### config.mk
export PLATFORM = sky130hd
export DESIGN_NAME = infix_to_postfix
export DESIGN_NICKNAME = d
export VERILOG_FILES = /design/src/rtl/i2p_pkg.sv /design/src/rtl/infix_to_postfix.sv /design/src/rtl/i2p_stack.sv /design/src/rtl/i2p_ctrl.sv
export SDC_FILE = /design/constraint.sdc
export NUM_CORES = 1
export LEC_CHECK = 0
export BUFFER_PORTS_ARGS = -buffer_cell sky130_fd_sc_hd__clkbuf_2
export CAP_MARGIN = 20
export CELL_PAD_IN_SITES_DETAIL_PLACEMENT = 1
export CELL_PAD_IN_SITES_GLOBAL_PLACEMENT = 1
export CORE_MARGIN = 4
export CORE_UTILIZATION = 33
export DETAILED_ROUTE_END_ITERATION = 7
export PLACE_DENSITY_LB_ADDON = 0.1
export SYNTH_ARGS = -nofsm -noshare
export SYNTH_HDL_FRONTEND = slang
export SYNTH_SLANG_ARGS = --single-unit
export TNS_END_PERCENT = 50
### constraint.sdc
create_clock -name clk_i -period 8.05 [get_ports clk_i]
set_clock_uncertainty 0.05 [all_clocks]
set_input_delay 0.805 -clock clk_i [delete_from_list [all_inputs] [get_ports clk_i]]
set_output_delay 0.805 -clock clk_i [all_outputs]
set_load 0.02 [all_outputs]
### src/rtl/i2p_pkg.sv
package i2p_pkg;

  // Default operator stack depth
  localparam int unsigned StackDepthDef = 32;

  // Operator codes as kept on the stack
  typedef enum logic [2:0] {
    OP_LPAREN = 3'd0,
    OP_ADD    = 3'd1,
    OP_SUB    = 3'd2,
    OP_MUL    = 3'd3,
    OP_DIV    = 3'd4,
    OP_POW    = 3'd5
  } op_code_e;

  // Character classes
  typedef enum logic [2:0] {
    KIND_OPND,
    KIND_LPAR,
    KIND_RPAR,
    KIND_OPER,
    KIND_OTHER
  } char_kind_e;

  // Sequencer states
  typedef enum logic [2:0] {
    ST_IDLE,
    ST_OPND,
    ST_PUSH,
    ST_CLOSE,
    ST_OPER,
    ST_FLUSH
  } state_e;

  localparam logic [7:0] ChLParen = 8'h28;  // '('
  localparam logic [7:0] ChRParen = 8'h29;  // ')'
  localparam logic [7:0] ChMul    = 8'h2A;  // '*'
  localparam logic [7:0] ChAdd    = 8'h2B;  // '+'
  localparam logic [7:0] ChSub    = 8'h2D;  // '-'
  localparam logic [7:0] ChDiv    = 8'h2F;  // '/'
  localparam logic [7:0] ChPow    = 8'h5E;  // '^'

  // Stack command from the sequencer
  typedef struct packed {
    logic     push;
    logic     pop;
    op_code_e code;
  } stk_cmd_t;

  // Stack status toward the sequencer
  typedef struct packed {
    logic     empty;
    logic     full;
    logic     one;        // exactly one entry
    logic     two;        // exactly two entries
    logic     paren_one;  // exactly one '(' stacked
    op_code_e top;
  } stk_stat_t;

  // One result item
  typedef struct packed {
    logic       valid;
    logic [7:0] ch;
    logic       has_char;
    logic       last;
    logic       overflow;
  } res_t;

  function automatic char_kind_e char_kind(input logic [7:0] ch);
    char_kind_e k;
    if ((ch >= 8'h41 && ch <= 8'h5A) || (ch >= 8'h61 && ch <= 8'h7A) ||
        (ch >= 8'h30 && ch <= 8'h39)) begin
      k = KIND_OPND;
    end else if (ch == ChLParen) begin
      k = KIND_LPAR;
    end else if (ch == ChRParen) begin
      k = KIND_RPAR;
    end else if (ch == ChAdd || ch == ChSub || ch == ChMul || ch == ChDiv ||
                 ch == ChPow) begin
      k = KIND_OPER;
    end else begin
      k = KIND_OTHER;
    end
    return k;
  endfunction

  function automatic op_code_e char_to_op(input logic [7:0] ch);
    op_code_e c;
    case (ch)
      ChAdd:   c = OP_ADD;
      ChSub:   c = OP_SUB;
      ChMul:   c = OP_MUL;
      ChDiv:   c = OP_DIV;
      ChPow:   c = OP_POW;
      default: c = OP_LPAREN;
    endcase
    return c;
  endfunction

  function automatic logic [7:0] op_to_char(input op_code_e c);
    logic [7:0] ch;
    case (c)
      OP_LPAREN: ch = ChLParen;
      OP_ADD:    ch = ChAdd;
      OP_SUB:    ch = ChSub;
      OP_MUL:    ch = ChMul;
      OP_DIV:    ch = ChDiv;
      OP_POW:    ch = ChPow;
      default:   ch = 8'h00;
    endcase
    return ch;
  endfunction

  function automatic logic [1:0] op_prec(input op_code_e c);
    logic [1:0] p;
    case (c)
      OP_ADD, OP_SUB: p = 2'd1;
      OP_MUL, OP_DIV: p = 2'd2;
      OP_POW:         p = 2'd3;
      default:        p = 2'd0;
    endcase
    return p;
  endfunction

endpackage

### src/rtl/infix_to_postfix.sv
// Infix to postfix converter (shunting-yard).
// Input stream: one ASCII character per item on s_axis_tdata; s_axis_tlast
// marks the final character of an expression. Output stream: postfix
// characters on m_axis_tdata, m_axis_tlast on the final result of each
// expression, m_axis_tuser = {overflow, has_char}. An expression with no
// output yields one result with has_char low and tlast high.
// The block takes one item at a time: s_axis_tready is high only while the
// sequencer is idle. An ignored character is dropped on accept; an operand
// is accepted, then emitted; a '(' is accepted, then pushed; a ')' pops one
// entry per step; an operator is accepted, compared with the top and popped
// step by step, then pushed. The end flush pops each stacked entry, or emits
// an end marker when nothing was output. Each operator is pushed and popped
// at most once. The stack has a single port and the precedence compare is a
// single unit, one step each cycle while the receiver takes results.
// Results leave through an output register; a stalled receiver holds it and
// freezes the sequencer at its next result, and new input waits meanwhile.
// Reset empties the stack, clears the overflow flag and the output valid;
// stack entries and the output data register are not cleared.
module infix_to_postfix
  import i2p_pkg::*;
#(
  parameter int unsigned STACK_DEPTH = StackDepthDef
) (
  input  logic       clk_i,
  input  logic       rst_ni,
  input  logic       s_axis_tvalid,
  output logic       s_axis_tready,
  input  logic [7:0] s_axis_tdata,   // [7:0] in_char
  input  logic       s_axis_tlast,   // end_of_expr
  output logic       m_axis_tvalid,
  input  logic       m_axis_tready,
  output logic [7:0] m_axis_tdata,   // [7:0] out_char
  output logic       m_axis_tlast,   // last
  output logic [1:0] m_axis_tuser    // [0] has_char, [1] overflow
);

  stk_cmd_t   cmd;
  stk_stat_t  stat;
  res_t       res;
  logic       out_free;
  logic       valid_q;
  logic [7:0] char_q;
  logic       last_q;
  logic [1:0] user_q;

  assign out_free = !valid_q || m_axis_tready;

  i2p_ctrl u_ctrl (
    .clk_i      (clk_i),
    .rst_ni     (rst_ni),
    .in_valid_i (s_axis_tvalid),
    .in_ready_o (s_axis_tready),
    .in_char_i  (s_axis_tdata),
    .in_end_i   (s_axis_tlast),
    .out_free_i (out_free),
    .res_o      (res),
    .cmd_o      (cmd),
    .stat_i     (stat)
  );

  i2p_stack #(
    .STACK_DEPTH (STACK_DEPTH)
  ) u_stack (
    .clk_i  (clk_i),
    .rst_ni (rst_ni),
    .cmd_i  (cmd),
    .stat_o (stat)
  );

  // Output register
  always_ff @(posedge clk_i or negedge rst_ni) begin
    if (!rst_ni) begin
      valid_q <= 1'b0;
    end else if (out_free) begin
      valid_q <= res.valid;
    end
  end

  always_ff @(posedge clk_i) begin
    if (out_free && res.valid) begin
      char_q <= res.ch;
      last_q <= res.last;
      user_q <= {res.overflow, res.has_char};
    end
  end

  assign m_axis_tvalid = valid_q;
  assign m_axis_tdata  = char_q;
  assign m_axis_tlast  = last_q;
  assign m_axis_tuser  = user_q;

endmodule

### src/rtl/i2p_stack.sv
module i2p_stack
  import i2p_pkg::*;
#(
  parameter int unsigned STACK_DEPTH = StackDepthDef
) (
  input  logic      clk_i,
  input  logic      rst_ni,
  input  stk_cmd_t  cmd_i,
  output stk_stat_t stat_o
);

  localparam int unsigned CntW = $clog2(STACK_DEPTH + 1);
  localparam int unsigned IdxW = $clog2(STACK_DEPTH);

  op_code_e          mem_q [STACK_DEPTH];
  logic [CntW-1:0]   count_q, count_d;
  logic [CntW-1:0]   paren_q, paren_d;
  logic [CntW-1:0]   top_pos;
  logic              full;
  logic              do_push;
  op_code_e          top;

  assign top_pos = count_q - CntW'(1);
  assign top     = mem_q[top_pos[IdxW-1:0]];
  assign full    = (count_q == CntW'(STACK_DEPTH));
  // A push to a full stack is dropped
  assign do_push = cmd_i.push && !full;

  // Count and open-paren tally
  always_comb begin
    count_d = count_q;
    paren_d = paren_q;
    if (do_push) begin
      count_d = count_q + CntW'(1);
      if (cmd_i.code == OP_LPAREN) begin
        paren_d = paren_q + CntW'(1);
      end
    end else if (cmd_i.pop && count_q != '0) begin
      count_d = count_q - CntW'(1);
      if (top == OP_LPAREN) begin
        paren_d = paren_q - CntW'(1);
      end
    end
  end

  always_ff @(posedge clk_i or negedge rst_ni) begin
    if (!rst_ni) begin
      count_q <= '0;
      paren_q <= '0;
    end else begin
      count_q <= count_d;
      paren_q <= paren_d;
    end
  end

  // Entry storage, no reset
  always_ff @(posedge clk_i) begin
    if (do_push) begin
      mem_q[count_q[IdxW-1:0]] <= cmd_i.code;
    end
  end

  assign stat_o.empty     = (count_q == '0);
  assign stat_o.full      = full;
  assign stat_o.one       = (count_q == CntW'(1));
  assign stat_o.two       = (count_q == CntW'(2));
  assign stat_o.paren_one = (paren_q == CntW'(1));
  assign stat_o.top       = top;

endmodule

### src/rtl/i2p_ctrl.sv
module i2p_ctrl
  import i2p_pkg::*;
(
  input  logic       clk_i,
  input  logic       rst_ni,
  input  logic       in_valid_i,
  output logic       in_ready_o,
  input  logic [7:0] in_char_i,
  input  logic       in_end_i,
  input  logic       out_free_i,
  output res_t       res_o,
  output stk_cmd_t   cmd_o,
  input  stk_stat_t  stat_i
);

  state_e     state_q, state_d;
  logic [7:0] char_q, char_d;
  logic       end_q, end_d;
  logic       emitted_q, emitted_d;
  logic       ovf_q, ovf_d;
  state_e     after_item;
  op_code_e   cur_op;
  logic [1:0] cur_prec, top_prec;
  logic       pop_ok;

  assign in_ready_o = (state_q == ST_IDLE);
  assign after_item = end_q ? ST_FLUSH : ST_IDLE;

  // Precedence compare unit, used for the operator pop decision
  assign cur_op   = char_to_op(char_q);
  assign cur_prec = op_prec(cur_op);
  assign top_prec = op_prec(stat_i.top);
  assign pop_ok   = (cur_op == OP_POW) ? (top_prec > cur_prec) : (top_prec >= cur_prec);

  always_ff @(posedge clk_i or negedge rst_ni) begin
    if (!rst_ni) begin
      state_q   <= ST_IDLE;
      emitted_q <= 1'b0;
      ovf_q     <= 1'b0;
      end_q     <= 1'b0;
    end else begin
      state_q   <= state_d;
      emitted_q <= emitted_d;
      ovf_q     <= ovf_d;
      end_q     <= end_d;
    end
  end

  always_ff @(posedge clk_i) begin
    char_q <= char_d;
  end

  // Sequencer
  always_comb begin
    state_d   = state_q;
    char_d    = char_q;
    end_d     = end_q;
    emitted_d = emitted_q;
    ovf_d     = ovf_q;
    res_o     = '0;
    cmd_o     = '0;
    unique case (state_q)
      ST_IDLE: begin
        if (in_valid_i) begin
          char_d    = in_char_i;
          end_d     = in_end_i;
          emitted_d = 1'b0;
          unique case (char_kind(in_char_i))
            KIND_OPND: state_d = ST_OPND;
            KIND_LPAR: state_d = ST_PUSH;
            KIND_RPAR: state_d = ST_CLOSE;
            KIND_OPER: state_d = ST_OPER;
            default:   state_d = in_end_i ? ST_FLUSH : ST_IDLE;
          endcase
        end
      end
      ST_OPND: begin
        if (out_free_i) begin
          res_o.valid    = 1'b1;
          res_o.ch       = char_q;
          res_o.has_char = 1'b1;
          res_o.last     = end_q && stat_i.empty;
          res_o.overflow = res_o.last && ovf_q;
          emitted_d      = 1'b1;
          if (res_o.last) begin
            ovf_d = 1'b0;
          end
          state_d = after_item;
        end
      end
      ST_PUSH: begin
        cmd_o.push = 1'b1;
        cmd_o.code = (char_kind(char_q) == KIND_LPAR) ? OP_LPAREN : cur_op;
        if (stat_i.full) begin
          ovf_d = 1'b1;
        end
        state_d = after_item;
      end
      ST_CLOSE: begin
        if (stat_i.empty) begin
          state_d = after_item;
        end else if (stat_i.top == OP_LPAREN) begin
          // matching paren is dropped
          cmd_o.pop = 1'b1;
          state_d   = after_item;
        end else if (out_free_i) begin
          cmd_o.pop      = 1'b1;
          res_o.valid    = 1'b1;
          res_o.ch       = op_to_char(stat_i.top);
          res_o.has_char = 1'b1;
          // last when nothing but a bottom '(' remains below
          res_o.last     = end_q && (stat_i.one || (stat_i.two && stat_i.paren_one));
          res_o.overflow = res_o.last && ovf_q;
          emitted_d      = 1'b1;
          if (res_o.last) begin
            ovf_d = 1'b0;
          end
        end
      end
      ST_OPER: begin
        if (stat_i.empty || stat_i.top == OP_LPAREN || !pop_ok) begin
          state_d = ST_PUSH;
        end else if (out_free_i) begin
          // a push always follows, so this pop is never last
          cmd_o.pop      = 1'b1;
          res_o.valid    = 1'b1;
          res_o.ch       = op_to_char(stat_i.top);
          res_o.has_char = 1'b1;
          emitted_d      = 1'b1;
        end
      end
      ST_FLUSH: begin
        if (stat_i.empty) begin
          if (!emitted_q) begin
            // empty end marker
            if (out_free_i) begin
              res_o.valid    = 1'b1;
              res_o.last     = 1'b1;
              res_o.overflow = ovf_q;
              ovf_d          = 1'b0;
              state_d        = ST_IDLE;
            end
          end else begin
            state_d = ST_IDLE;
          end
        end else if (out_free_i) begin
          cmd_o.pop      = 1'b1;
          res_o.valid    = 1'b1;
          res_o.ch       = op_to_char(stat_i.top);
          res_o.has_char = 1'b1;
          res_o.last     = stat_i.one;
          res_o.overflow = res_o.last && ovf_q;
          emitted_d      = 1'b1;
          if (res_o.last) begin
            ovf_d   = 1'b0;
            state_d = ST_IDLE;
          end
        end
      end
      default: state_d = ST_IDLE;
    endcase
  end

endmodule

==> reports/results.txt <==
post-synth top area share = 0.5208
register area share after synthesis = 0.5925
Distinct cells, synth = 73
Ant. Diodes = 0
R2R cell count = 17
Synth warnings = 0
Clock transition at path regs = 0.06 ns
Syn Nets = 512
Async S/R FF share, synth = 0.1418
RSZ-0062 raised after global routing = no
WS Path Type = flip-flop to flip-flop
largest area contributor in the netlist = edfxtp_1
Final setup viols = 0
Max-cap violations = 0
Pins Over Slew Limit = 0
first-pass GRT wire length = 26.72 mm
clock sinks = 134
share of post-route cells with drive strength above 1 = 0.2038
Detailed Routing Iterations Pass 1 = 5
clk_lat worst skew = 0.42 ns
grt total ovfl = 0
RR Startpoint = u_stack.count_q[0]
Die ar. = 22430 um2
syn_area_per_cell = 13.56 um2
Post-CTS Setup Inserts = 0
PD cells = 368.8 nW/um2
count leader, synth = edfxtp_1
Critical Path Start = u_stack.count_q[0]
Crit. End Element = flip-flop
Fin. Hold Viols = 0
Iteration-0 DRC Markers = 244
CTS HTree Levels = 4
Residual DRC = 0
CP arrival = 5.37 ns
Startpoint Class = flip-flop
DP HPWL = 11.71 mm
Core Region = 19590 um2
# port buffers = 25
Post-DP Area = 7015 um2
fillers = 2050
Max clock buf depth = 2
reg-to-reg slack, setup = 2.92 ns
r2r endpoint = m_axis_tvalid
RePlAce Congestion = 0.8093
IO Pins = 26
via count = 4157
final period utilization = 0.6373
Initial Utilization = 0.3385
vias per std cell = 5.229
largest net degree at the start of global routing = 34
Lkg Pwr = 0.002450 uW
vias in the first global route = 4408
Max FO, Critical Path = 14
setup TNS = 0 ns
Resize count post-CTS = 0
Worst-Margin Slew = 0.8856 ns
Synth top cells by count = edfxtp_1, nor2_1, nand2_1, mux2i_1, mux4_2
die height = 149.8 um
Max transition margin = 0.4083
initial antenna violation count = 0
end of the critical path = m_axis_tvalid
Fmax achieved = 194.9 MHz
Detail Route Antenna Nets = 0
worst min-delay path category = input port to asynchronous set/reset pin
die width = 149.8 um
outcome = completed
post-synthesis to final-layout area growth = 15.32%
cts bufs inserted = 17
flops & latches, synth = 134
Synth Instances = 489
Layout Nets = 540
Final Cell Area = 7647 um2
Post-synth EDFFs = 115
ranking of synthesized cells by area = edfxtp_1, dfrtp_1, mux4_2, mux2i_1, nor2_1
Root Driver = clkbuf_16
routed length per instance = 20.91 um
Post-CTS Hold Fix Bufs = 0
final core occ = 0.3904
DRT Wirelength = 16.63 mm
Period minus WS final = 5.130 ns
CTS tree = done
Required @ worst endpoint = 8.29 ns
synthesized area = 6631 um2
# rows = 51
Total Routing Usage GR = 0.1589
Post-synth top flop = edfxtp_1
peak supply drop = 0.1647 mV
stage by stage:
stage          setup WS [ns]  power [uW]  std cells  hold slack, ns
2_1_floorplan          3.838        1771        489          0.3851
3_3_place_gp           2.711        1976        761          0.4108
3_5_place_dp           2.849        2021        762          0.4088
4_1_cts                2.879        2850        794          0.3250
5_1_grt                2.468        3001        795          0.3317
6_report               2.920        2820        795          0.3137
worst max-delay path, cell delays in order, from the launching register on:
cell and delay, ns:
dfrtp_1 0.37, inv_1 0.30, ha_1 0.42, xor2_1 0.42, buf_4 0.29, mux4_2 0.33
o21ai_0 0.16, nand4_2 0.43, and2_1 0.31, a21oi_1 0.16, ha_1 0.26, nand2b_1 0.15
a21oi_1 0.18, nor3_1 0.08, a31oi_1 0.19, a31oi_1 0.08, or3_1 0.57, nand2b_1 0.24
cells by family after synthesis:
logic type / share of synthesized area
AOI/OAI and AO/OA: 0.09302
xor gates and xnor gates: 0.01849
adders and majority gates: 0.01887
buffers and inverters: 0.03396
DFF: 0.5925
muxes: 0.1104
and+or+nand+nor: 0.1328
placed cells by master (no fill, tap or decap), types with 7 or more instances in the layout:
| master | count |
|---|---|
| clkbuf_16 | 17 |
| xnor2_1 | 10 |
| ha_1 | 10 |
| mux4_2 | 20 |
| o21ai_0 | 18 |
| nor2_1 | 51 |
| inv_1 | 12 |
| edfxtp_1 | 115 |
| dfrtp_1 | 19 |
| a21oi_1 | 15 |
| mux2i_1 | 27 |
| nor3_1 | 10 |
| buf_4 | 7 |
| nand2_1 | 34 |
| clkbuf_2 | 26 |
| nand2b_1 | 9 |
sequential cells by signal, indices dropped and copies added (netlist names), 2 cells and up:
signal	cells
u_stack.paren_q	6
u_ctrl.state_q	3
u_stack.mem_q	96
u_stack.count_q	6
m_axis_tuser	2
u_ctrl.char_q	8
m_axis_tdata	8
layer usage:
layer	vias up	wire [um]	GRT usage
met2	61	7843	0.2498
met3	21	549	0.03271
met5	-	0	0
met1	2128	7985	0.2237
li1	1947	-	-
met4	0	248	0.04620
final cells by class:
class | count | area, um2 | share of cell area
multi-input cells | 318 | 2505 | 0.3276
flip-flops and latches | 134 | 3929 | 0.5137
clock inverters | 15 | 201.4 | 0.02634
clock buffers | 17 | 425.4 | 0.05563
well taps | 265 | 331.6 | 0.04336
inverters | 12 | 45.04 | 0.005890
repair buffers | 34 | 210.2 | 0.02749
how the worst min path moves through the flow:
| stage | to | start | depth (start not counted) |
|---|---|---|---|
| floorplan | u_stack.paren_q[5] | u_stack.paren_q[5] | 1 |
| global placement | u_stack.paren_q[5] | u_stack.paren_q[5] | 1 |
| detailed placement | u_stack.paren_q[5] | u_stack.paren_q[5] | 1 |
| CTS | u_ctrl.end_q | rst_ni | 1 |
| global route | u_ctrl.end_q | rst_ni | 1 |
| finish | u_ctrl.end_q | rst_ni | 1 |
power by group:
group          total [uW]  internal, uW  switching, uW
clock                 825           520            305
sequential            986           863            124
combinational        1010           405            604
Note: power is estimated with default switching activity, not from simulation.
